==> src/rtl/pvtli_pkg.sv <==
`timescale 1ns / 1ps
`default_nettype none

package pvtli_pkg;

	localparam int TABLE_DEPTH = 16;
	localparam int IDX_W = (TABLE_DEPTH > 1) ? $clog2(TABLE_DEPTH) : 1;
	localparam int CNT_W = $clog2(TABLE_DEPTH + 1);
	localparam int PC_W = 5;
	localparam int CMP_W = (CNT_W > PC_W) ? CNT_W : PC_W;
	localparam int DATA_W = 32;
	localparam int STEP_W = $clog2(DATA_W);

	localparam logic OP_WRITE = 1'b0;
	localparam logic OP_QUERY = 1'b1;

	typedef struct packed {
		logic [DATA_W-1:0] pressure;
		logic [DATA_W-1:0] fvf;
		logic [DATA_W-1:0] weight;
		logic [DATA_W-1:0] viscosity;
	} entry_t;

	typedef enum logic [2:0] {
		S_IDLE,
		S_FIRST,
		S_LAST,
		S_SCAN,
		S_SEG,
		S_WAIT,
		S_OUT
	} ctrl_state_t;

	typedef enum logic [1:0] {
		L_IDLE,
		L_MUL,
		L_DIV,
		L_FIX
	} lerp_state_t;

endpackage

`default_nettype wire

==> src/rtl/pvtli_ram.sv <==
`timescale 1ns / 1ps
`default_nettype none

module pvtli_ram
	import pvtli_pkg::*;
(
	input  wire logic             clk,
	input  wire logic             we,
	input  wire logic [IDX_W-1:0] waddr,
	input  wire entry_t           wdata,
	input  wire logic [IDX_W-1:0] raddr,
	output entry_t                rdata
);

	entry_t mem [TABLE_DEPTH];

	always_ff @(posedge clk) begin
		if (we) begin
			mem[waddr] <= wdata;
		end
	end

	always_ff @(posedge clk) begin
		rdata <= mem[raddr];
	end

endmodule

`default_nettype wire

==> config.mk <==
export PLATFORM = sky130hd
export DESIGN_NAME = pvtli_ram
export DESIGN_NICKNAME = d
export VERILOG_FILES = /design/src/rtl/pvtli_pkg.sv /design/src/rtl/pvtli_ram.sv
export SDC_FILE = /design/constraint.sdc
export NUM_CORES = 2
export LEC_CHECK = 0
export BUFFER_PORTS_ARGS = -buffer_cell sky130_fd_sc_hd__buf_2
export CORE_MARGIN = 4
export CORE_UTILIZATION = 45
export CTS_CLUSTER_SIZE = 12
export DETAILED_ROUTE_END_ITERATION = 7
export PLACE_DENSITY_LB_ADDON = 0.12
export SYNTH_ARGS = -nofsm -noshare
export SYNTH_HDL_FRONTEND = slang
export SYNTH_SLANG_ARGS = --single-unit
export TNS_END_PERCENT = 30
==> constraint.sdc <==
create_clock -name clk -period 15 [get_ports clk]
set_clock_uncertainty 0.2 [all_clocks]
set_input_delay 3 -clock clk [delete_from_list [all_inputs] [get_ports clk]]
set_output_delay 3 -clock clk [all_outputs]
set_load 0.03 [all_outputs]
==> impl_metrics.py <==
metrics = {
    "status": {
        "status": "finished, final reports clean",
    },
    "critical_path": {
        "crit_path_max_incr_delay_ns": 0.82,
        "crit_chain": "buf_2 -> or3b_2 -> nor2_4 -> buf_4 -> buf_4 -> buf_4",
        "cp-end-kind": "register",
        "cp.required_ns": 15.26,
        "startpoint_type": "input port",
        "crit_type": "in -> reg",
        "slowest_stage": "buf_4",
        "path_common_cell": "buf_4",
        "arrival_ns": 6.03,
        "critPathMaxFanout": 39,
    },
    "global_route": {
        "globalRoute.totalOverflow": 0,
        "grt_pass1_wl_mm": 274,
        "grt_util_all_layers_pct": 20.6,
        "antenna_found_initial": 45,
        "grt_max_degree": 119,
        "grt_pass1_vias": 38600,
    },
    "clock_tree": {
        "clock_path_buffers": 3,
        "clock_sinks": 2176,
        "clk_pin_slew_worst_paths_ns": 0.06,
        "cts_tree": "built",
        "clk_latency_ns": 0.84,
        "postCtsSetupRepairBufs": 0,
        "cts_hold_buf": 0,
        "htree_levels": 4,
        "cts-root-buf": "clkbuf_16",
        "ctsResizeCount": 0,
        "cts_made_buffers": 216,
    },
    "timing": {
        "maxClockFrequency_mhz": 173,
        "maxSlewHeadroom_pct": 25.3,
        "grt_setup_unrepaired": "no",
        "finalHoldViolCount": 0,
        "fin_crit_sh_pct": 38.4,
        "setup_viol_count_final": 0,
        "timing.final.ws_setup_ns": 9.23,
        "tightest_slew_ns": 1.12,
        "finalSetupTns_ns": 0,
        "drv_slew": 0,
        "post-route-min-period_ns": 5.77,
    },
    "placement": {
        "dp_hpwl_mm": 93.2,
        "numPortBuffers": 265,
        "dp.cells": 5844,
        "place.gp.congestion": 0.701,
        "place_ws_ns": 8.32,
    },
    "final_layout": {
        "syn_to_final_growth_pct": 13.7,
        "final_cells": 6255,
        "drive_gt1_share_pct": 30.3,
        "final_nets": 3875,
    },
    "route": {
        "drt-initial-drc-count": 3108,
        "finalWirelength_mm": 190,
        "first_pass_iters": 8,
        "drc": 0,
        "vias_per_cell": 5.77,
        "drtAntennaViolNets": 0,
        "wl_per_cell_um": 30.4,
        "via_count": 36100,
    },
    "die": {
        "start_util_pct": 45.5,
        "core_um2": 175000,
        "rows": 153,
        "io_pins": 266,
        "die-width_um": 428,
        "dieArea_um2": 183000,
        "die_h_um": 428,
    },
    "logic_synthesis": {
        "synth-seq-area-share_pct": 80.6,
        "netlist_area_um2": 79500,
        "synth_top_area_share_pct": 77.4,
        "synth_top_area_cell": "edfxtp_1",
        "synth_cell_type_count": 26,
        "syn_avg_cell_area_um2": 23.7,
        "synth-seq-cells": 2176,
        "synthTopCellsByArea": "edfxtp_1 (77%), mux4_2 (14%), dfxtp_1 (3.2%), a22oi_1 (2.0%), mux2_2 (0.84%)",
        "synth_cells": 3354,
        "synth.net_count": 3492,
        "ys_warn_count": 0,
    },
    "worst_hold_path": {
        "hp-class": "reg -> reg",
    },
    "power": {
        "vdd_drop_max_v": 0.000104,
        "p_leak_uw": 0.0288,
        "power_density_nw_per_um2": 139,
        "totalPowerFinal_uw": 12600,
    },
    "flow_run": {
        "max-cap-violations": 0,
    },
}
[final timing paths]
kind / startpoint / to / slack [ns] / cells after the start
worst min register to register: mem[14][105] / rdata[105] / 0.46 / 3
worst min-delay path: mem[14][105] / rdata[105] / 0.46 / 3
worst max-delay path: waddr[2] / mem[1][3] / 9.23 / 6
worst max register to register: mem[5][109] / rdata[109] / 13.38 / 3
[through the flow]
stage / instance area [µm²] / utilization [%] / hold WS, ns
finish: 90400 / 51.7 / 0.463
global route: 90300 / 51.7 / 0.486
CTS: 90300 / 51.7 / 0.466
detailed placement: 83700 / 47.9 / 0.457
global placement: 83700 / 47.9 / 0.446
floorplan: 79500 / - / 0.435
[area by class of cell]
cell class	instances	area, µm²
antenna	13	32.5
sequential	2176	64100
tap	2325	2910
timing repair buffer	342	2070
multi-input combinational	1001	14700
clock inverter	48	434
clock buffer	350	6190
fill	13400	84400
[worst max-delay path, delay by kind of cell]
family | cells | cell delay, ns
AND/OR/NAND/NOR | 2 | 0.71
buffers and inverters | 4 | 2.17
[kinds of logic after synthesis]
| group | count (synthesis) | synth area share, % |
|---|---|---|
| flip-flops | 2176 | 80.6 |
| multiplexers | 563 | 14.7 |
| AO/OA/AOI/OAI | 271 | 2.58 |
| buffers and inverters | 177 | 1.15 |
| AND/OR/NAND/NOR | 167 | 0.960 |
[flip-flops by register name, indices dropped and copies added (netlist names)]
signal,count
mem,2048
rdata,128
[cell usage after synthesis]
master / number
nand2b_1: 15
buf_2: 45
o21ai_0: 15
nor2b_1: 28
mux4_2: 479
dfxtp_1: 128
buf_1: 15
mux2i_1: 25
or3b_2: 1
mux2_2: 59
buf_6: 8
edfxtp_1: 2048
clkbuf_1: 73
buf_4: 35
o221ai_1: 22
o22a_1: 7
nor2_1: 15
nor3_1: 4
clkbuf_2: 1
a221oi_1: 11
nand3b_1: 2
nand3_1: 1
or2_2: 1
nand2_1: 97
and2_1: 3
a22oi_1: 216
[power by group]
group          switching, µW  internal, µW  leakage (µW)
clock                   2180          2860       0.00321
sequential              53.9          6800        0.0196
combinational            419           237       0.00601
[routing by layer]
metal | vias to the layer above | routed length, µm | track usage (%)
met4 | 16 | 3990 | 5.06
met5 | - | 98 | 0
met2 | 1002 | 100000 | 36.6
met1 | 19700 | 75900 | 26.6
li1 | 15100 | - | -
met3 | 297 | 9720 | 3.36
[cells in the final DEF (no fill, tap or decap), types with 13 or more instances in the layout]
master / n
nand2_1: 97
clkinv_1: 13
buf_4: 66
mux2_2: 59
clkinv_2: 16
o21ai_0: 15
edfxtp_1: 2048
nor2b_1: 23
diode_2: 13
nor2_4: 13
buf_2: 262
mux2i_1: 25
nand2b_1: 15
clkbuf_16: 217
clkbuf_8: 26
o221ai_1: 22
a22oi_1: 216
mux4_2: 479
dfxtp_1: 128
clkbuf_1: 107
(Power assumes the default switching activity.)
