### src/rtl/pvtli_pkg.sv
`timescale 1ns / 1ps
`default_nettype none

package pvtli_pkg;

	localparam int TABLE_DEPTH = 16;
	localparam int IDX_W = (TABLE_DEPTH > 1) ? $clog2(TABLE_DEPTH) : 1;
	localparam int CNT_W = $clog2(TABLE_DEPTH + 1);
	localparam int PC_W = 5;
	localparam int CMP_W = (CNT_W > PC_W) ? CNT_W : PC_W;
	localparam int DATA_W = 32;
	localparam int STEP_W = $clog2(DATA_W);

	localparam logic OP_WRITE = 1'b0;
	localparam logic OP_QUERY = 1'b1;

	typedef struct packed {
		logic [DATA_W-1:0] pressure;
		logic [DATA_W-1:0] fvf;
		logic [DATA_W-1:0] weight;
		logic [DATA_W-1:0] viscosity;
	} entry_t;

	typedef enum logic [2:0] {
		S_IDLE,
		S_FIRST,
		S_LAST,
		S_SCAN,
		S_SEG,
		S_WAIT,
		S_OUT
	} ctrl_state_t;

	typedef enum logic [1:0] {
		L_IDLE,
		L_MUL,
		L_DIV,
		L_FIX
	} lerp_state_t;

endpackage

`default_nettype wire

### src/rtl/pvtli_lerp.sv
`timescale 1ns / 1ps
`default_nettype none

module pvtli_lerp
	import pvtli_pkg::*;
(
	input  wire logic              clk,
	input  wire logic              arst_n,
	input  wire logic              start,
	input  wire logic [DATA_W-1:0] lo,
	input  wire logic [DATA_W-1:0] hi,
	input  wire logic [DATA_W-1:0] dq,
	input  wire logic [DATA_W-1:0] dp,
	output logic                   done,
	output logic [DATA_W-1:0]      result
);

	lerp_state_t state_q;
	lerp_state_t state_d;
	logic [STEP_W-1:0] step_q;
	logic done_q;

	logic [DATA_W-1:0] lo_q;
	logic [DATA_W-1:0] mag_q;
	logic [DATA_W-1:0] dq_q;
	logic [DATA_W-1:0] dp_q;
	logic              neg_q;
	logic [DATA_W-1:0] rem_q;
	logic [DATA_W-1:0] quo_q;
	logic [DATA_W-1:0] res_q;

	logic signed [DATA_W:0] lo_ext;
	logic signed [DATA_W:0] hi_ext;
	logic signed [DATA_W:0] diff_up;
	logic signed [DATA_W:0] diff_dn;
	logic [2*DATA_W-1:0]    prod;
	logic [DATA_W:0]        trial;
	logic [DATA_W:0]        trial_sub;
	logic                   take;

	always_comb begin
		lo_ext = $signed({lo[DATA_W-1], lo});
		hi_ext = $signed({hi[DATA_W-1], hi});
		diff_up = hi_ext - lo_ext;
		diff_dn = lo_ext - hi_ext;
		prod = mag_q * dq_q;
		trial = {rem_q, quo_q[DATA_W-1]};
		trial_sub = trial - {1'b0, dp_q};
		take = (trial >= {1'b0, dp_q});
	end

	always_comb begin
		state_d = state_q;
		case (state_q)
			L_IDLE: begin
				if (start) begin
					state_d = L_MUL;
				end
			end
			L_MUL: begin
				state_d = L_DIV;
			end
			L_DIV: begin
				if (step_q == STEP_W'(DATA_W - 1)) begin
					state_d = L_FIX;
				end
			end
			L_FIX: begin
				state_d = L_IDLE;
			end
			default: begin
				state_d = L_IDLE;
			end
		endcase
	end

	always_ff @(posedge clk or negedge arst_n) begin
		if (!arst_n) begin
			state_q <= L_IDLE;
			step_q <= '0;
			done_q <= 1'b0;
		end else begin
			state_q <= state_d;
			done_q <= (state_q == L_FIX);
			if (state_q == L_DIV) begin
				step_q <= step_q + STEP_W'(1);
			end else begin
				step_q <= '0;
			end
		end
	end

	always_ff @(posedge clk) begin
		case (state_q)
			L_IDLE: begin
				if (start) begin
					lo_q <= lo;
					dq_q <= dq;
					dp_q <= dp;
					neg_q <= diff_up[DATA_W];
					mag_q <= diff_up[DATA_W] ? diff_dn[DATA_W-1:0] : diff_up[DATA_W-1:0];
				end
			end
			L_MUL: begin
				rem_q <= prod[2*DATA_W-1:DATA_W];
				quo_q <= prod[DATA_W-1:0];
			end
			L_DIV: begin
				rem_q <= take ? trial_sub[DATA_W-1:0] : trial[DATA_W-1:0];
				quo_q <= {quo_q[DATA_W-2:0], take};
			end
			L_FIX: begin
				res_q <= neg_q ? (lo_q - quo_q) : (lo_q + quo_q);
			end
			default: begin
				res_q <= res_q;
			end
		endcase
	end

	assign done = done_q;
	assign result = res_q;

endmodule

`default_nettype wire
### config.mk
export PLATFORM = sky130hd
export DESIGN_NAME = pvtli_lerp
export DESIGN_NICKNAME = d
export VERILOG_FILES = /design/src/rtl/pvtli_pkg.sv /design/src/rtl/pvtli_lerp.sv
export SDC_FILE = /design/constraint.sdc
export NUM_CORES = 2
export LEC_CHECK = 0
export BUFFER_PORTS_ARGS = -buffer_cell sky130_fd_sc_hd__buf_4
export CAP_MARGIN = 10
export CORE_ASPECT_RATIO = 1.1
export CORE_MARGIN = 2
export CORE_UTILIZATION = 40
export CTS_BUF_LIST = sky130_fd_sc_hd__clkbuf_8
export DETAILED_ROUTE_END_ITERATION = 16
export HOLD_SLACK_MARGIN = 0.02
export PLACE_DENSITY = 0.55
export SYNTH_ARGS = -nofsm -noshare
export SYNTH_HDL_FRONTEND = slang
export SYNTH_SLANG_ARGS = --single-unit
export TNS_END_PERCENT = 10
### constraint.sdc
create_clock -name clk -period 7.4 [get_ports clk]
set_clock_uncertainty 0.1 [all_clocks]
set_input_delay 1.48 -clock clk [delete_from_list [all_inputs] [get_ports clk]]
set_output_delay 1.48 -clock clk [all_outputs]
set_load 0.05 [all_outputs]
==> flow_summary.ini <==
[status]
outcome = finished, violations left
violations = setup timing

[sta]
slew_headroom_pct = 38.8
period_needed_ns = 7.76
tightest_slew_ns = 0.905
fin_crit_sh_pct = 105
rsz0062_at_grt = true
setup_viol = 25
hold_violations = 0
finalMaxSlewViolations = 0
fin_ws_ns = -0.361
setup_tns_ns = -4.78
fmax_mhz = 129

[clocking]
cts_tree = done
numCtsBuffers = 52
clockBufferDepth = 3
cts_root_buf = clkbuf_8
cts_hold_buf = 0
clkSinkCount = 233
cts_max_level = 2
clk_pin_slew_worst_paths_ns = 0.06
clk_latency_ns = 0.74

[route]
drt-initial-drc-count = 2106
post-route-drc-count = 0
wl_mm = 139
vias_per_cell = 5.01
drtAntennaViolNets = 0
num_vias = 36600
wl_per_cell_um = 19.0
first_pass_iters = 7

[yosys]
syn_inst = 5216
synth-seq-cells = 233
synth_seq_area_share_pct = 14.3
synthTopCellsByArea = fa_1 (37%), edfxtp_1 (14%), ha_1 (10%)
yosys_warnings = 0
syn_area_per_cell_sq_um = 9.32
synthTopCellsByCount = inv_1 (991), fa_1 (900), and2_1 (607)
syn_area_sq_um = 48600
synth_cell_types = 86
synth_top_area_cell = fa_1
yosysMostFrequentCell = inv_1
synth_fp_nets = 6643
synth-edff-count = 225
async_flop_share_pct = 3.43
ys.flop_type = edfxtp_1
yosys.area.top_type_share_pct = 37.0

[grt]
grt_pass1_wl_mm = 222
grt_max_degree = 95
grt.total_usage_pct = 23.0
grt_pass1_vias = 39000
antenna_found_initial = 4
gr-total-overflow = 0

[placed_design]
place_congestion = 0.882
place_area_sq_um = 54700
dp_hpwl_mm = 116
portBuffers = 163

[cells_and_area]
syn2layout_area_growth_pct = 17.3
layout-drive-gt1-share_pct = 15.6
final_nets = 7049
final_area_sq_um = 57100

[die]
coreArea_sq_um = 121000
dieArea_sq_um = 124000
pin_count = 164
die_y_um = 370
fp-row-count = 134
start_util_pct = 40.2
dieWidth_um = 336

[critical_path]
crit_path_start = dq_q[6]
cp-end-kind = register
endpoint = rem_q[20]
arrival_ns = 8.11
worstSetupPathType = reg -> reg
cp-start-kind = register
crit_top_cell = fa_1
r2r-start = dq_q[6]
slowest_stage = fa_2
cpPeakStageDelay_ns = 0.64
reg2reg_depth = 25
ff2ff_setup_slack_ns = -0.36
rr_endpoint = rem_q[20]
worstPathRequired_ns = 7.75
cp_max_fo = 16

[flow_run]
cap_violations = 0

[worst_hold_path]
hold_path.class = reg -> reg
min_path_cells = 1
==> cell type report <==
class,instances,area (sq um)
multi-input cells,3726,37900
well taps,1632,2040
fillers,11700,64000
inverters,993,3730
clock buffers,53,729
repair buffers,616,5430
clock inverters,41,239
flip-flops and latches,233,6960
diodes,1,2.50
==> metrics by stage <==
| stage | utilization [%] | setup WS, ns | instances | hold slack (ns) |
|---|---|---|---|---|
| 6_report | 47.1 | -0.361 | 7295 | 0.359 |
| 3_5_place_dp | 45.2 | -0.730 | 7170 | 0.350 |
| 3_3_place_gp | 45.2 | -0.691 | 7170 | 0.347 |
| 4_1_cts | 46.6 | -0.457 | 7279 | 0.358 |
| 2_1_floorplan | - | 0.0616 | 5216 | 0.325 |
| 5_1_grt | 47.1 | -0.616 | 7295 | 0.402 |
==> logic make-up after synthesis <==
kind of cell	after synthesis	share of synthesized area (%)
AOI/OAI and AO/OA	669	8.78
and+or+nand+nor	1563	16.2
adders and majority gates	1296	47.2
buffers and inverters	1257	9.83
DFF	233	14.3
xor gates and xnor gates	168	3.03
muxes	30	0.638
==> registers in the layout, indices dropped and copies added (netlist names), 2 cells and up <==
register  cells
state_q       2
lo_q         32
mag_q        32
result       32
step_q        5
dq_q         32
dp_q         32
rem_q        32
quo_q        32
==> repair_timing <==
item	CTS	global route
pin swaps	38	94
cloned	1	1
gates resized for setup	110	132
buffers inserted	14	15
endpoints found under the hold margin	0	0
setup endpoints to repair	32	42
==> metal layers <==
layer  vias to the layer above  wire length [um]  global-route usage [%]
li1                      17000                 -                       -
met5                         -                34                       0
met1                     18700             59600                    30.1
met4                         6              4160                    6.28
met2                       652             70200                    40.5
met3                       180              4500                    2.11
==> worst min-delay path by stage <==
stage	slack [ns]	start	endpoint
2_1_floorplan	0.32	step_q[0]	step_q[0]
3_3_place_gp	0.35	step_q[0]	step_q[0]
3_5_place_dp	0.35	step_q[0]	step_q[0]
4_1_cts	0.36	step_q[0]	step_q[0]
5_1_grt	0.40	step_q[0]	step_q[0]
6_report	0.36	step_q[0]	step_q[0]
==> layout by cell type (no fill, tap or decap), types with 52 or more instances in the layout <==
cell type  synthesis  routed
a21o_1            91      90
a21oi_1          221     203
and2_1           607     598
buf_12             0      54
buf_4              5     536
clkbuf_8           0      53
edfxtp_1         225     225
fa_1             900     864
ha_1             396     369
inv_1            991     997
nand2_1          602     596
nor2_1           141     138
o21ai_0          117      98
xnor2_1          116     108
xor2_1            52      52
==> worst max-delay path: cells and delay by family, from the launching register on <==
family | cells | cell delay [ns]
DFF | 1 | 0.47
and+or+nand+nor | 4 | 0.93
adders and majority gates | 9 | 4.37
AOI/OAI and AO/OA | 6 | 0.87
xor gates and xnor gates | 1 | 0.19
buffers and inverters | 5 | 0.54
Power is left out: the tool's default activity adds up to more than one toggle a clock period on the data nets, which glitch-free logic cannot reach.
